**src/rtl/core/frsd_pkg.sv**
```systemverilog
package frsd_pkg;

  // Field widths of one item and one result, of the error sum and of the Q14 fraction
  localparam int BRANCH_W = 2;
  localparam int STEP_W   = 8;
  localparam int RATIO_W  = 16;
  localparam int RUN_W    = 8;
  localparam int ERR_W    = 20;
  localparam int FRAC_W   = 14;

  // Stream bus widths, whole bytes
  localparam int IN_TDATA_W  = 32;
  localparam int OUT_TDATA_W = 16;

  localparam int unsigned NUM_BRANCHES_DEF = 4;

  // Configuration register map
  localparam int CFG_IDX_W  = 2;
  localparam int CFG_DATA_W = 20;
  localparam logic [CFG_IDX_W-1:0] REG_ENABLE          = CFG_IDX_W'(0);
  localparam logic [CFG_IDX_W-1:0] REG_ERROR_THRESHOLD = CFG_IDX_W'(1);
  localparam logic [CFG_IDX_W-1:0] REG_MAX_SKIP_RUN    = CFG_IDX_W'(2);
  localparam logic [CFG_IDX_W-1:0] REG_RETENTION_STEPS = CFG_IDX_W'(3);

  localparam logic [ERR_W-1:0]  THRESHOLD_RST = ERR_W'(1966);
  localparam logic [RUN_W-1:0]  MAX_RUN_RST   = RUN_W'(2);
  localparam logic [STEP_W-1:0] RETENTION_RST = '0;

  // Item kinds
  localparam logic OP_DECIDE  = 1'b0;
  localparam logic OP_OBSERVE = 1'b1;

  // Q2.14 one and the rounding offset of a Q14 product
  localparam logic [RATIO_W-1:0]   ONE_Q14    = RATIO_W'(16384);
  localparam logic [2*RATIO_W-1:0] ROUND_HALF = (2*RATIO_W)'(8192);

  typedef struct packed {
    logic              enable;
    logic [ERR_W-1:0]  error_threshold;
    logic [RUN_W-1:0]  max_skip_run;
    logic [STEP_W-1:0] retention_steps;
  } frsd_cfg_t;

  typedef struct packed {
    logic                op;
    logic [BRANCH_W-1:0] branch;
    logic [STEP_W-1:0]   step_num;
    logic [RATIO_W-1:0]  step_ratio;
  } frsd_item_t;

  typedef struct packed {
    logic             reuse;
    logic [RUN_W-1:0] run_length;
  } frsd_result_t;

endpackage

```
**src/rtl/core/feature_reuse_skip_decider_unit.sv**
```systemverilog
// Feature reuse skip decider.
// Input stream (s_*): one beat per item. s_tuser carries op (0 decide, 1 observe);
// s_tdata carries branch, step_num and step_ratio (unsigned Q2.14).
// Output stream (m_*): exactly one beat per input beat, in order, carrying
// reuse and run_length of the branch concerned.
// Config channel (cfg_*): one register write per beat, always ready; write only
// while no item is in flight.
// Path: an accepted beat waits in the input register and moves into the output
// register, which drives m_*, once that register is free.
// Throughput: one item per cycle while m_tready is high. Branch state is read,
// updated and written back in the cycle an item moves from the input register
// to the output register; the next item on that branch sees the new state at once.
// Stall: when m_tready is low the result holds in the output register, and one
// more beat is still taken into the input register before s_tready drops.
// Reset: both stages empty, registers at their defaults (reuse disabled),
// every branch at product one, zero error, zero run, no residual ready.
module feature_reuse_skip_decider_unit #(
  parameter int unsigned NUM_BRANCHES = frsd_pkg::NUM_BRANCHES_DEF
) (
  input  logic                                clk,
  input  logic                                rst,
  // Input stream
  input  logic                                s_tvalid,
  output logic                                s_tready,
  // [1:0] branch, [9:2] step_num, [25:10] step_ratio, upper bits zero
  input  logic [frsd_pkg::IN_TDATA_W-1:0]     s_tdata,
  // [0] op
  input  logic                                s_tuser,
  // Output stream
  output logic                                m_tvalid,
  input  logic                                m_tready,
  // [0] reuse, [8:1] run_length, upper bits zero
  output logic [frsd_pkg::OUT_TDATA_W-1:0]    m_tdata,
  // Config channel
  input  logic                                cfg_valid,
  output logic                                cfg_ready,
  input  logic [frsd_pkg::CFG_IDX_W-1:0]      cfg_index,
  input  logic [frsd_pkg::CFG_DATA_W-1:0]     cfg_data
);
  import frsd_pkg::*;

  frsd_cfg_t    cfg;
  frsd_item_t   in_item;
  logic         in_valid;
  frsd_result_t eng_res;
  frsd_result_t out_res;
  logic         out_valid;
  logic         advance;

  frsd_cfg_regs u_cfg (
    .clk       (clk),
    .rst       (rst),
    .cfg_valid (cfg_valid),
    .cfg_ready (cfg_ready),
    .cfg_index (cfg_index),
    .cfg_data  (cfg_data),
    .cfg       (cfg)
  );

  // Move the held item into the output register whenever that slot frees up
  assign advance  = in_valid && (!out_valid || m_tready);
  assign s_tready = !in_valid || advance;

  // Input register: capture the beat, drop it once it has advanced
  always_ff @(posedge clk) begin
    if (rst) begin
      in_valid <= 1'b0;
    end else if (s_tready) begin
      in_valid <= s_tvalid;
    end
  end

  always_ff @(posedge clk) begin
    if (s_tvalid && s_tready) begin
      in_item.op         <= s_tuser;
      in_item.branch     <= s_tdata[BRANCH_W-1:0];
      in_item.step_num   <= s_tdata[BRANCH_W+STEP_W-1:BRANCH_W];
      in_item.step_ratio <= s_tdata[BRANCH_W+STEP_W+RATIO_W-1:BRANCH_W+STEP_W];
    end
  end

  // Branch state update commits on the same edge the result is registered
  frsd_engine #(
    .NUM_BRANCHES (NUM_BRANCHES)
  ) u_engine (
    .clk    (clk),
    .rst    (rst),
    .commit (advance),
    .item   (in_item),
    .cfg    (cfg),
    .result (eng_res)
  );

  // Output register: hold the result until the receiver takes the beat
  always_ff @(posedge clk) begin
    if (rst) begin
      out_valid <= 1'b0;
    end else if (advance) begin
      out_valid <= 1'b1;
    end else if (m_tready) begin
      out_valid <= 1'b0;
    end
  end

  always_ff @(posedge clk) begin
    if (advance) begin
      out_res <= eng_res;
    end
  end

  assign m_tvalid = out_valid;
  assign m_tdata  = {(OUT_TDATA_W-1-RUN_W)'(0), out_res.run_length, out_res.reuse};

`ifndef NO_ASSERTIONS
  a_accept_fills: assert property (@(posedge clk) disable iff (rst)
    s_tvalid && s_tready |=> in_valid)
    else $error("accepted beat not held in input register");

  a_hold_item: assert property (@(posedge clk) disable iff (rst)
    in_valid && !advance |=> in_valid && $stable(in_item))
    else $error("waiting item lost or changed");

  a_advance_fills: assert property (@(posedge clk) disable iff (rst)
    advance |=> out_valid)
    else $error("advanced item did not reach output register");

  a_reuse_run: assert property (@(posedge clk) disable iff (rst)
    out_valid && out_res.reuse |-> out_res.run_length != '0)
    else $error("reuse reported with empty run");
`endif

endmodule

```
**src/rtl/core/frsd_cfg_regs.sv**
```systemverilog
module frsd_cfg_regs (
  input  logic                               clk,
  input  logic                               rst,
  input  logic                               cfg_valid,
  output logic                               cfg_ready,
  input  logic [frsd_pkg::CFG_IDX_W-1:0]     cfg_index,
  input  logic [frsd_pkg::CFG_DATA_W-1:0]    cfg_data,
  output frsd_pkg::frsd_cfg_t                cfg
);
  import frsd_pkg::*;

  assign cfg_ready = 1'b1;

  always_ff @(posedge clk) begin
    if (rst) begin
      cfg.enable          <= 1'b0;
      cfg.error_threshold <= THRESHOLD_RST;
      cfg.max_skip_run    <= MAX_RUN_RST;
      cfg.retention_steps <= RETENTION_RST;
    end else if (cfg_valid) begin
      unique case (cfg_index)
        REG_ENABLE:          cfg.enable          <= cfg_data[0];
        REG_ERROR_THRESHOLD: cfg.error_threshold <= cfg_data[ERR_W-1:0];
        REG_MAX_SKIP_RUN:    cfg.max_skip_run    <= cfg_data[RUN_W-1:0];
        REG_RETENTION_STEPS: cfg.retention_steps <= cfg_data[STEP_W-1:0];
        default:             ;
      endcase
    end
  end

endmodule

```
**src/rtl/core/frsd_engine.sv**
```systemverilog
module frsd_engine #(
  parameter int unsigned NUM_BRANCHES = frsd_pkg::NUM_BRANCHES_DEF
) (
  input  logic                   clk,
  input  logic                   rst,
  input  logic                   commit,
  input  frsd_pkg::frsd_item_t   item,
  input  frsd_pkg::frsd_cfg_t    cfg,
  output frsd_pkg::frsd_result_t result
);
  import frsd_pkg::*;

  localparam int IDX_W    = (NUM_BRANCHES > 1) ? $clog2(NUM_BRANCHES) : 1;
  localparam int SCALED_W = 2*RATIO_W - FRAC_W;

  logic [RATIO_W-1:0]      ratio_product [NUM_BRANCHES];
  logic [ERR_W-1:0]        error_sum     [NUM_BRANCHES];
  logic [RUN_W-1:0]        skip_run      [NUM_BRANCHES];
  logic [NUM_BRANCHES-1:0] residual_ready;

  logic                   branch_ok;
  logic [IDX_W-1:0]       idx;
  logic [RATIO_W-1:0]     cur_prod;
  logic [ERR_W-1:0]       cur_err;
  logic [RUN_W-1:0]       cur_run;
  logic [2*RATIO_W-1:0]   mul;
  logic [2*RATIO_W-1:0]   rounded;
  logic [SCALED_W-1:0]    scaled;
  logic [RATIO_W-1:0]     new_prod;
  logic [RATIO_W-1:0]     step_err;
  logic [ERR_W:0]         err_wide;
  logic [ERR_W-1:0]       new_err;
  logic [RUN_W:0]         run_wide;
  logic                   fits;
  logic                   bypass;
  logic                   do_mark;
  logic                   do_store;
  logic                   do_clear;

  assign branch_ok = 32'(item.branch) < NUM_BRANCHES;
  assign idx       = branch_ok ? IDX_W'(item.branch) : '0;
  assign cur_prod  = ratio_product[idx];
  assign cur_err   = error_sum[idx];
  assign cur_run   = skip_run[idx];

  // Q2.14 product, rounded half up, saturated
  assign mul      = (2*RATIO_W)'(cur_prod) * (2*RATIO_W)'(item.step_ratio);
  assign rounded  = mul + ROUND_HALF;
  assign scaled   = rounded[2*RATIO_W-1:FRAC_W];
  assign new_prod = (|scaled[SCALED_W-1:RATIO_W]) ? '1 : scaled[RATIO_W-1:0];

  assign step_err = (new_prod >= ONE_Q14) ? new_prod - ONE_Q14 : ONE_Q14 - new_prod;
  assign err_wide = {1'b0, cur_err} + (ERR_W+1)'(step_err);
  assign new_err  = err_wide[ERR_W] ? '1 : err_wide[ERR_W-1:0];
  assign run_wide = {1'b0, cur_run} + (RUN_W+1)'(1);

  assign fits   = (new_err <= cfg.error_threshold) && (run_wide <= {1'b0, cfg.max_skip_run});
  assign bypass = !cfg.enable || (item.step_num < cfg.retention_steps) ||
                  !residual_ready[idx];

  assign do_mark  = branch_ok && (item.op == OP_OBSERVE) && cfg.enable;
  assign do_store = branch_ok && (item.op == OP_DECIDE) && !bypass && fits;
  assign do_clear = branch_ok && (item.op == OP_DECIDE) && !bypass && !fits;

  always_comb begin
    result.reuse = do_store;
    if (!branch_ok || do_clear) begin
      result.run_length = '0;
    end else if (do_store) begin
      result.run_length = run_wide[RUN_W-1:0];
    end else begin
      result.run_length = cur_run;
    end
  end

  always_ff @(posedge clk) begin
    if (rst) begin
      for (int i = 0; i < NUM_BRANCHES; i++) begin
        ratio_product[i] <= ONE_Q14;
        error_sum[i]     <= '0;
        skip_run[i]      <= '0;
      end
      residual_ready <= '0;
    end else if (commit) begin
      if (do_mark) begin
        residual_ready[idx] <= 1'b1;
      end
      if (do_store) begin
        ratio_product[idx] <= new_prod;
        error_sum[idx]     <= new_err;
        skip_run[idx]      <= run_wide[RUN_W-1:0];
      end
      if (do_clear) begin
        ratio_product[idx] <= ONE_Q14;
        error_sum[idx]     <= '0;
        skip_run[idx]      <= '0;
      end
    end
  end

endmodule
```
**config.mk**
```make
export PLATFORM = sky130hd
export DESIGN_NAME = feature_reuse_skip_decider_unit
export DESIGN_NICKNAME = d
export VERILOG_FILES = /design/src/rtl/core/frsd_pkg.sv /design/src/rtl/core/feature_reuse_skip_decider_unit.sv /design/src/rtl/core/frsd_cfg_regs.sv /design/src/rtl/core/frsd_engine.sv
export SDC_FILE = /design/constraint.sdc
export NUM_CORES = 1
export LEC_CHECK = 0
export BUFFER_PORTS_ARGS = -buffer_cell sky130_fd_sc_hd__buf_2
export CORE_MARGIN = 1.5
export CORE_UTILIZATION = 60
export DETAILED_ROUTE_END_ITERATION = 12
export MAX_ROUTING_LAYER = met4
export PLACE_DENSITY = 0.78
export SETUP_SLACK_MARGIN = 0.02
export SYNTH_ARGS = -nofsm -noshare
export SYNTH_HDL_FRONTEND = slang
export SYNTH_HIERARCHICAL = 1
export SYNTH_SLANG_ARGS = --single-unit
```
**constraint.sdc**
```tcl
create_clock -name clk -period 16.4 [get_ports clk]
set_clock_uncertainty 0.1 [all_clocks]
set_input_delay 2.46 -clock clk [delete_from_list [all_inputs] [get_ports clk]]
set_output_delay 2.46 -clock clk [all_outputs]
set_load 0.005 [all_outputs]
```
Yosys cells after proc, flatten, opt, wreduce, memory -nomap -nowiden
Memory sizes are Yosys's and may differ from the RTL's. A register that Yosys moved wholly into a read port is not among the register bits. Cells that the tools add are included.

Mux-type cells: 35. Reduce and logical (&&, ||, !) cells: 29. Bitwise gates (word level): 5. Multipliers: 1. Equal/unequal tests: 3. Magnitude comparators: 6. Add/sub/neg operators: 5.

Operators with widths (number): 2-to-1 mux 16 bit (4); 2-to-1 mux 20 bit (3); adder 32 x 14 -> 32 bit (second input constant) (1); multiplier 16 x 16 -> 32 bit (1); 2-to-1 mux 8 bit (3); adder 20 x 16 -> 21 bit (1); less-or-equal comparator 20 bit (1); OR reduction 20 bit (1); 2-to-1 mux 1 bit (17); >= comparator 16 x 15 -> 1 bit (second input constant) (1); OR reduction 16 bit (1); subtractor 15 x 16 -> 16 bit (first input constant) (1); subtractor 16 x 15 -> 16 bit (second input constant) (1); 2-to-1 mux 2 bit (6); AND reduction 2 bit (5); adder 8 x 1 -> 9 bit (second input constant) (1); less-or-equal comparator 9 x 8 -> 1 bit (1); logical AND 1 bit (8); < comparator 8 bit (1); OR reduction 8 bit (1); zero test 1 bit (6); == test 2 bit (second input constant) (2); logical OR 1 bit (4); bitwise OR 4 bit (1); other kinds (10) (12).

Word-level logic and storage cells: 100. Memories: 3. Flip-flop bits (word level): 79. Input bits: 60. Memory bits (writable): 176. Output and inout bits: 19.

Memories: u_engine.error_sum (depth 4, bits a word 20, rd ports 1, clocked after Yosys merged registers in 1, write ports 4, RTL line frsd_engine.sv:17) `logic [ERR_W-1:0] error_sum [NUM_BRANCHES];`; u_engine.ratio_product (depth 4, bits a word 16, rd ports 1, clocked after Yosys merged registers in 1, write ports 4, RTL line frsd_engine.sv:16) `logic [RATIO_W-1:0] ratio_product [NUM_BRANCHES];`; u_engine.skip_run (depth 4, bits a word 8, rd ports 1, clocked after Yosys merged registers in 1, write ports 4, RTL line frsd_engine.sv:18) `logic [RUN_W-1:0] skip_run [NUM_BRANCHES];`.

Longest topological paths before layout
Gate-level depths: netlist of the first run.

Word-level depth: 19. Gate-level depth with buffers: 63. Gate-level depth less buffers: 54.

Hierarchy
The synthesis of the first run kept the hierarchy.

By module, submodules not included: frsd_engine (times used 1, cells each 1909, area each 18978.2 um2); frsd_cfg_regs (times used 1, cells each 154, area each 1565.3 um2); feature_reuse_skip_decider_unit (times used 1, cells each 54, area each 1241.2 um2).

Worst setup path after synthesis of the first run
No wires, ideal clock.

Path kind: flip-flop to flip-flop. Start: reg in_item[24] in the netlist's numbering. End: mem u_engine.error_sum[1][5] (data pin). Path slack: 2466 ps. Stages on the path, launching flop included: 61. Arrival time: 13695 ps. Data required time: 16160 ps. Path buffers: 11. Library setup time: 140 ps. Period minus slack after synthesis: 13934 ps. Path through: edfxtp_1 -> buf_6 -> buf_2 -> buf_2 -> buf_2 -> mux4_2 -> clkbuf_1 -> and2_1 -> fa_1 -> inv_1 -> fa_1 -> inv_1 -> fa_1 -> fa_1 -> fa_1 -> inv_1 -> fa_1 -> inv_1 -> [... 25 more ...] -> and2_1 -> clkbuf_1 -> clkbuf_1 -> nor2_1 -> inv_1 -> ha_1 -> a21o_1 -> a21o_1 -> a21o_1 -> a21o_1 -> a21oi_1 -> o221ai_1 -> a211o_1 -> or3_1 -> clkbuf_1 -> or2_0 -> clkbuf_1 -> nor2_1.

RTL lines: start, declared (RTL line feature_reuse_skip_decider_unit.sv:43) `frsd_item_t in_item;`; end, declared (RTL line frsd_engine.sv:17).

==> impl_metrics.json, run 1 <==
{
  "htree_levels": 1,
  "rsz0062_at_grt": "no",
  "grtUsageTotal_pct": 29.11,
  "wirelength_mm": 51.00,
  "crit_arrival_ps": 15460,
  "initialDrtViolationCount": 1110,
  "synth-edff-count": 212,
  "num_vias": 15254,
  "syn_area_sq_mm": 0.02178,
  "grt_max_degree": 75,
  "max_freq_mhz": 66.03,
  "crit_top_cell": "fa_1",
  "cp-start-kind": "flip-flop",
  "clkSinkCount": 255,
  "synth_fa_ha_area_share_pct": 27.40,
  "regArea_sq_mm": 0.007227,
  "wl_per_cell_microns": 19.41,
  "synth_top_family_by_area": "adder cells",
  "relSlewSlack_pct": 18.30,
  "globalplace.congestion": 0.9236,
  "drc": 3,
  "firstDrtPassIters": 9,
  "fp.dieH_microns": 193.5,
  "grt-ovfl-total": 0,
  "yosysSeqAreaShare_pct": 33.17,
  "ctsHoldBuffers": 0,
  "vias_per_cell": 5.804,
  "setup_violations": 0,
  "violations": "DRC",
  "synth_top_area_share_pct": 29.22,
  "ys_async_sr_fraction_pct": 0,
  "area_growth_pct": 7.662,
  "final_common_cell": "inv_1",
  "n_fill_cell": 2834,
  "rows": 69,
  "first_global_vias": 16267,
  "slew_viol_final": 0,
  "root_buffer": "clkbuf_16",
  "hpwl_mm": 37.51,
  "portBuffers": 64,
  "drv_cap": 0,
  "fin_setup_tns_ps": 0,
  "synthDistinctLibCells": 89,
  "core-area_sq_mm": 0.03566,
  "hold_path_class": "reg2reg",
  "multiInputGateArea_sq_mm": 0.01291,
  "insertion_delay_ps": 580,
  "critPathBufInv": 6,
  "synth-seq-cells": 255,
  "drive_above_1_share_pct": 10.15,
  "die_area_sq_mm": 0.03746,
  "synth_compound_area_share_pct": 7.053,
  "antenna_found_initial": 0,
  "crit_slowest_cell": "edfxtp_1",
  "grt_pass1_wl_mm": 83.91,
  "n_antenna_cell": 0,
  "cts_buffers": 29,
  "yosysTopAreaCell": "edfxtp_1",
  "final_cell_mix": "328 x inv_1, 212 x edfxtp_1, 201 x nor2_1, 195 x fa_1, 191 x nand2_1",
  "io-pin-count": 79,
  "cpPeakStageDelay_ps": 820,
  "fp.dieW_microns": 193.5,
  "synth.avg_cell_area_sq_um": 10.29,
  "clk_pin_slew_worst_paths_ps": 60,
  "synth_top_flop_cell": "edfxtp_1",
  "min_period_ps": 15140,
  "final_nets": 2565,
  "cts_setup_buffers": 0,
  "clk_path_buf_depth": 3,
  "synth-simple-area-share_pct": 16.14,
  "ant_nets": 0,
  "cts.repair.resized": 0,
  "hold_viol_final": 0,
  "ys_warn_count": 6,
  "critPathMaxFanout": 16,
  "netlist_top_cells_area": "edfxtp_1 29%, fa_1 18%, ha_1 9.5%, inv_1 5.7%, mux4_2 4.5%",
  "cp_top_family": "adder cells",
  "yosys.area_share.xor_xnor_pct": 1.729,
  "cts_tree": "yes",
  "outcome": "complete, but fails checks",
  "worstMarginPinSlew_ps": 1226,
  "muxShareOfSynthArea_pct": 6.714,
  "crit_path_end_kind": "flip-flop",
  "synth_cells": 2117,
  "min_period_over_period_pct": 92.35,
  "critPathKind": "reg2reg",
  "start_util_pct": 61.10,
  "worst_ep_required_time_ps": 16710
}
-- per-stage QoR --
step                hold WS [ps]  util [%]  cell area, sq um  cells  setup slack, ps
floorplan                  331.5         -             21810   2123             2466
CTS                        378.0     65.78             23450   2628             1324
global placement           344.3     63.12             22500   2575             1671
global route               396.1     65.78             23450   2628            397.2
detailed placement         364.0     63.12             22500   2575             1460
finish                     377.3     65.78             23450   2628             1255
-- Yosys cell counts, types with 8 or more instances --
library cell  number
and2_1           145
a31oi_1            8
nand3_1           21
buf_2             11
xor2_1            19
buf_4              9
nand2b_1          53
ha_1             165
o21ai_0           47
nor3_1            19
o21a_1            15
nor2_1           201
a21oi_1           59
clkbuf_1          75
a21o_1            25
fa_1             195
mux2i_1           46
xnor2_1           24
nand4_1           11
inv_1            328
edfxtp_1         212
mux4_2            44
nor2b_1           10
dfxtp_1           43
nand2_1          194
-- per-layer routing --
metal	vias up	wire length (microns)	global-route usage, %
met1	7662	20320	35.31
met3	104	2480	3.225
li1	7040	-	-
met5	-	0	-
met4	0	1801	10.35
met2	448	26400	50.55
-- worst min-delay path, stage by stage, from the launching register on --
cell     delay [ps]
dfxtp_1         320
a21oi_1          40
nor2_1           80
-- path summary, 6_finish.rpt --
| path | slack (ps) | to | depth (start not counted) | startpoint |
|---|---|---|---|---|
| setup reg to reg | 1260 | u_engine/ratio_product[1][7]$_SDFFCE_PN0P_ | 46 | in_item[24]$_DFFE_PP_ |
| setup / recovery | 1260 | u_engine/ratio_product[1][7]$_SDFFCE_PN0P_ | 46 | in_item[24]$_DFFE_PP_ |
| hold reg to reg | 380 | u_engine/residual_ready[2]$_SDFFE_PP0P_ | 2 | u_engine/residual_ready[2]$_SDFFE_PP0P_ |
| hold / removal | 380 | u_engine/residual_ready[2]$_SDFFE_PP0P_ | 2 | u_engine/residual_ready[2]$_SDFFE_PP0P_ |
-- state kept, by name (all words and copies together), names as in the netlist --
| register | cells |
|---|---|
| in_item | 27 |
| in_valid | 1 |
| m_tdata | 9 |
| m_tvalid | 1 |
| u_cfg/cfg | 37 |
| u_engine/error_sum | 80 |
| u_engine/ratio_product | 64 |
| u_engine/residual_ready | 4 |
| u_engine/skip_run | 32 |
-- kinds of logic (layout without fill, tap and decap cells) --
| family | after synthesis | count (layout) |
|---|---|---|
| buf+inv | 431 | 475 |
| flops | 255 | 255 |
| compound gates | 223 | 223 |
| mux | 91 | 91 |
| fa+ha+maj | 360 | 360 |
| xor+xnor | 43 | 43 |
| other cells | 2 | 8 |
| simple gates | 712 | 712 |
-- layout make-up --
| class | instances | share of cell area [%] |
|---|---|---|
| well taps | 461 | 2.459 |
| repair buffers | 93 | 2.347 |
| flip-flops and latches | 255 | 30.81 |
| clock buffers | 42 | 3.558 |
| multi-input cells | 1437 | 55.07 |
| clock inverters | 11 | 0.4908 |
| inverters | 329 | 5.265 |
Power of run 1 is not shown: default switching activity piles up to over one toggle a cycle in this logic, so the estimate is an artifact.
==> run 2: changes to the inputs <==
- ABC_AREA: unset -> 1
==> run 2 against run 1 <==
  * The run now ends clean
  * Worst setup slack worse by 180 ps
  * Synthesized cell count is 16% higher
  * Non-clock buffer count fell by 11
  * Register-to-register slack worse by 180 ps
  * Via count is 8.2% higher
  * Global-route usage grew 2.1 points
  * Hold slack got worse by 11 ps
  * Cell count increased by 13%
  * Flip-flop and latch count unchanged
  * First-iteration DRC count up 16%
  * Die area is 1.3% lower
  * Highest routed layer unchanged
==> impl_metrics.json, run 2 <==
{
  "final_common_cell": "inv_1",
  "r2r_end": "u_engine/ratio_product[2][7]$_SDFFCE_PN0P_",
  "cp-start-kind": "flip-flop",
  "drc": 0,
  "setup_violations": 0,
  "fp.dieH_microns": 192.3,
  "ctsHoldBuffers": 0,
  "portBuffers": 64,
  "synth_top_flop_cell": "edfxtp_1",
  "largest_reg_flops": 80,
  "core-area_sq_mm": 0.03540,
  "yosysMostFrequentCell": "inv_1",
  "cpPeakStageDelay_ps": 590,
  "clk_path_buf_depth": 3,
  "hold_path_class": "reg2reg",
  "netlist_top_cells_area": "edfxtp_1 30%, fa_1 18%, ha_1 9.6%, inv_1 8.4%, nor2_1 7.3%",
  "hold_depth": 2,
  "cts_buffers": 27,
  "reg2reg_depth": 60,
  "hpwl_mm": 39.77,
  "worst_ep_required_time_ps": 16670,
  "relSlewSlack_pct": 16.88,
  "reg2reg_slack_ps": 1080,
  "wirelength_mm": 53.52,
  "slew_viol_final": 0,
  "synth-edff-count": 212,
  "ys_warn_count": 6,
  "num_vias": 16509,
  "grt_max_degree": 45,
  "rsz0062_at_grt": "no",
  "hold_viol_final": 0,
  "clk_pin_slew_worst_paths_ps": 60,
  "crit_path_end_kind": "flip-flop",
  "hold_path_end": "u_cfg/cfg[9]$_SDFFE_PP1P_",
  "clkSinkCount": 255,
  "root_buffer": "clkbuf_16",
  "fp.dieW_microns": 192.3,
  "io-pin-count": 79,
  "globalplace.congestion": 0.9561,
  "min_period_ps": 15320,
  "synth.avg_cell_area_sq_um": 8.769,
  "grt-ovfl-total": 0,
  "outcome": "completed",
  "synth_top_area_share_pct": 29.61,
  "dp_cells": 2917,
  "max_freq_mhz": 65.27,
  "cts_setup_buffers": 0,
  "top_register": "u_engine/error_sum",
  "firstDrtPassIters": 5,
  "final_nets": 2905,
  "fin_setup_tns_ps": 0,
  "cts.repair.resized": 0,
  "yosysTopAreaCell": "edfxtp_1",
  "synthDistinctLibCells": 59,
  "final_cell_count_no_fill": 2967,
  "insertion_delay_ps": 560,
  "start_util_pct": 60.75,
  "timing.rr.start": "in_item[24]$_DFFE_PP_",
  "crit_slowest_cell": "edfxtp_1",
  "ant_nets": 0,
  "grtUsageTotal_pct": 31.20,
  "grt_pass1_wl_mm": 86.33,
  "synth_cells": 2452,
  "area_growth_pct": 6.966,
  "crit_arrival_ps": 15590,
  "top_regs": "u_engine/error_sum (80), u_engine/ratio_product (64), u_cfg/cfg (37)",
  "drv_cap": 0,
  "critPathMaxFanout": 28,
  "place_ws_ps": 1356,
  "min_period_over_period_pct": 93.41,
  "synthTopCellsByCount": "479 x inv_1, 419 x nor2_1, 387 x nand2_1",
  "drive_above_1_share_pct": 8.659,
  "vias_per_cell": 5.564,
  "critPathKind": "reg2reg",
  "worstMarginPinSlew_ps": 1244,
  "synth-seq-cells": 255,
  "final_cell_mix": "479 x inv_1, 419 x nor2_1, 384 x nand2_1, 212 x edfxtp_1, 195 x fa_1",
  "crit_top_cell": "nand2_1",
  "wl_per_cell_microns": 18.04,
  "syn_area_sq_mm": 0.02150,
  "antenna_found_initial": 0,
  "finalWorstSetupSlack_ps": 1080,
  "htree_levels": 1,
  "n_antenna_cell": 0,
  "die_area_sq_mm": 0.03698,
  "hold_start": "u_cfg/cfg[9]$_SDFFE_PP1P_",
  "rows": 69,
  "ys_async_sr_fraction_pct": 0,
  "initialDrtViolationCount": 1289,
  "yosysSeqAreaShare_pct": 33.61,
  "first_global_vias": 17084,
  "cts_tree": "yes"
}
## run 2: changes by cell type after synthesis, moves of 44 or more
cell / previous run / this run
nand2_1: 194 / 387
inv_1: 328 / 479
and2_1: 145 / 15
mux2i_1: 46 / 0
mux4_2: 44 / 0
nand2b_1: 53 / 0
nor2_1: 201 / 419
## run 2: per-stage QoR
stage	area [sq um]	hold slack (ps)	util, %
after floorplan	21520	328.9	-
after global placement	22170	346.7	62.62
after detailed placement	22170	355.3	62.62
after CTS	23000	368.6	64.98
after global routing	23000	388.8	64.98
final	23000	366.3	64.98
## run 2: worst max-delay path by stage
stage                                from  cells after the start  slack [ps]                                          end
detailed placement  in_item[24]$_DFFE_PP_                     60        1360   u_engine/ratio_product[2][7]$_SDFFCE_PN0P_
global placement    in_item[24]$_DFFE_PP_                     60        1660   u_engine/ratio_product[2][7]$_SDFFCE_PN0P_
CTS                 in_item[24]$_DFFE_PP_                     60        1280   u_engine/ratio_product[2][7]$_SDFFCE_PN0P_
floorplan           in_item[25]$_DFFE_PP_                     61        4460  u_engine/ratio_product[2][14]$_SDFFCE_PN1P_
finish              in_item[24]$_DFFE_PP_                     60        1080   u_engine/ratio_product[2][7]$_SDFFCE_PN0P_
global route        in_item[24]$_DFFE_PP_                     60         180   u_engine/ratio_product[2][0]$_SDFFCE_PN0P_
## run 2: cell families (layout without fill, tap and decap cells)
group,count (synthesis),in the layout,synth area share (%)
compound gates,233,233,7.175
flops,255,255,33.61
other cells,2,8,0.03493
simple gates,971,971,19.03
fa+ha+maj,360,360,27.76
buf+inv,591,639,10.76
xor+xnor,40,40,1.629
## run 2: critical path, delay by kind of cell (launching register included)
kind / cells / cell delay (ps)
simple gates: 25 / 4840
fa+ha+maj: 10 / 4220
buf+inv: 12 / 2200
xor+xnor: 1 / 130
flops: 1 / 590
compound gates: 12 / 3000
## run 2: area by class of cell
type,count,area [sq um]
clock buffer,42,782.0
clock inverter,8,52.55
fill,2921,12400
inverter,507,1903
multi-input combinational,1612,12000
sequential,255,7227
tap,461,576.8
timing repair buffer,82,455.4
## run 2: metal layers
layer,global-route usage (%),wire length [microns],vias to the layer above,share of wire (%)
met5,-,0,-,0
met2,54.86,27330,691,51
met3,4.655,3796,141,7.1
li1,-,-,7742,-
met4,13.00,2232,0,4.2
met1,35.60,20160,7935,38
Power of run 2 is left out for the same reason.
==> run 3: changes to the inputs <==
- CAP_MARGIN: unset -> 30
- REMOVE_ABC_BUFFERS: unset -> 1
- clock period: 16.4 -> 14.4 ns (I/O delays scaled with it)
==> run 3 against run 2 <==
  * Hold slack improved by 12 ps
  * Largest cell class unchanged
  * Critical endpoint is now u_engine/ratio_product[2][15]$_SDFFCE_PN0P_
  * Highest routed layer unchanged
  * Critical path type unchanged
  * Register-to-register slack got worse by 160 ps
  * Cell area grew 1.6%
==> impl_metrics.json, run 3 (synthesis results as in run 2) <==
{
  "hold_path_class": "reg2reg",
  "root_buffer": "clkbuf_16",
  "min_period_over_period_pct": 93.61,
  "die_area_sq_mm": 0.03698,
  "drv_cap": 0,
  "start_util_pct": 60.75,
  "final_common_cell": "inv_1",
  "rsz0062_at_grt": "no",
  "largest_reg_flops": 80,
  "crit_slowest_cell": "fa_1",
  "post_dp_cell_area_sq_mm": 0.02237,
  "fin_setup_tns_ps": 0,
  "grt_pass1_wl_mm": 85.04,
  "relSlewSlack_pct": 53.00,
  "ant_nets": 0,
  "fin_hold_ws_ps": 378.3,
  "area_growth_pct": 8.694,
  "first_global_vias": 16911,
  "drc": 0,
  "critPathKind": "reg2reg",
  "portBuffers": 64,
  "max_freq_mhz": 74.18,
  "final_nets": 2935,
  "worstMarginPinSlew_ps": 702.4,
  "globalplace.congestion": 0.9422,
  "cp-start-kind": "flip-flop",
  "n_fill_cell": 2854,
  "cts_tree": "yes",
  "insertion_delay_ps": 550,
  "firstDrtPassIters": 5,
  "hpwl_mm": 40.44,
  "core-area_sq_mm": 0.03540,
  "slew_viol_final": 0,
  "cts_buffers": 27,
  "final_cell_mix": "477 x inv_1, 419 x nor2_1, 384 x nand2_1, 212 x edfxtp_1, 195 x fa_1",
  "top_regs": "u_engine/error_sum (80), u_engine/ratio_product (64), u_cfg/cfg (37)",
  "critPathMaxFanout": 15,
  "min_period_ps": 13480,
  "crit_top_cell": "inv_1",
  "critPathBufInv": 15,
  "finalWorstSetupSlack_ps": 919.6,
  "n_antenna_cell": 0,
  "num_vias": 16562,
  "place_ws_ps": 624.0,
  "grtUsageTotal_pct": 30.81,
  "io-pin-count": 79,
  "htree_levels": 1,
  "wl_per_cell_microns": 18.09,
  "wirelength_mm": 54.23,
  "cp_top_family": "adder cells",
  "initialDrtViolationCount": 1211,
  "antenna_found_initial": 0,
  "clk_pin_slew_worst_paths_ps": 60,
  "crit_arrival_ps": 13780,
  "drive_above_1_share_pct": 10.21,
  "clkSinkCount": 255,
  "outcome": "completed",
  "fp.dieH_microns": 192.3,
  "hold_viol_final": 0,
  "setup_violations": 0,
  "fp.dieW_microns": 192.3,
  "grt_max_degree": 41,
  "rows": 69,
  "grt-ovfl-total": 0,
  "top_register": "u_engine/error_sum",
  "vias_per_cell": 5.526,
  "worst_ep_required_time_ps": 14700,
  "cpPeakStageDelay_ps": 610,
  "final_area_sq_mm": 0.02337,
  "crit_path_end_kind": "flip-flop",
  "clk_path_buf_depth": 3
}
==> run 3: cell count changes in the layout (fill, tap and decap cells not counted), sizes merged <==
cell      delta
clkbuf       -5
clkinv       +2
nor2         +1
bufinv       +1
clkinvlp     +6
inv          -4
buf         +29
==> run 3: path summary, 6_finish.rpt <==
kind                                                 start                                           to  slack, ps  cells past startpoint
worst max-delay path                 in_item[24]$_DFFE_PP_  u_engine/ratio_product[2][15]$_SDFFCE_PN0P_        920                     59
worst min-delay path            u_cfg/cfg[24]$_SDFFE_PP1P_                   u_cfg/cfg[24]$_SDFFE_PP1P_        380                      2
worst max register to register       in_item[24]$_DFFE_PP_  u_engine/ratio_product[2][15]$_SDFFCE_PN0P_        920                     59
worst min register to register  u_cfg/cfg[24]$_SDFFE_PP1P_                   u_cfg/cfg[24]$_SDFFE_PP1P_        380                      2
==> run 3: worst reg2reg max path: cells and delay by family, from the launching register on <==
kind	cells	cell delay [ps]
fa+ha+maj	10	4310
xor+xnor	1	190
buf+inv	15	2150
flops	1	470
simple gates	23	4150
compound gates	10	1950
==> run 3: repair_timing <==
action | in CTS | in global routing
hold buffers | 0 | 0
endpoints found under the hold margin | 0 | 0
gates resized for setup | 0 | 14
setup endpoints to repair | 0 | 176
setup buffers | 0 | 11
==> run 3: cell type report <==
| cell class | instances | area (sq um) | area share [%] |
|---|---|---|---|
| clock buffers | 37 | 764.5 | 3.271 |
| clock inverters | 13 | 112.6 | 0.4818 |
| well taps | 461 | 576.8 | 2.468 |
| multi-input cells | 1613 | 12020 | 51.44 |
| flip-flops and latches | 255 | 7227 | 30.92 |
| inverters | 507 | 1927 | 8.245 |
| repair buffers | 111 | 740.7 | 3.169 |
==> run 3: metal layers <==
metal	track usage (%)	up-vias	part of all wire, %
li1	-	7805	-
met1	34.40	7984	38
met3	3.637	167	6.0
met4	16.37	0	5.4
met2	54.08	606	51
met5	-	-	0
==> run 3: through the flow <==
step                      util (%)  instances
final                        66.03       2997
after global routing         66.03       2997
after CTS                    65.67       2985
after detailed placement     63.19       2935
after global placement       62.92       2931
after floorplan                  -       2374
Power of run 3 is left out for the same reason.
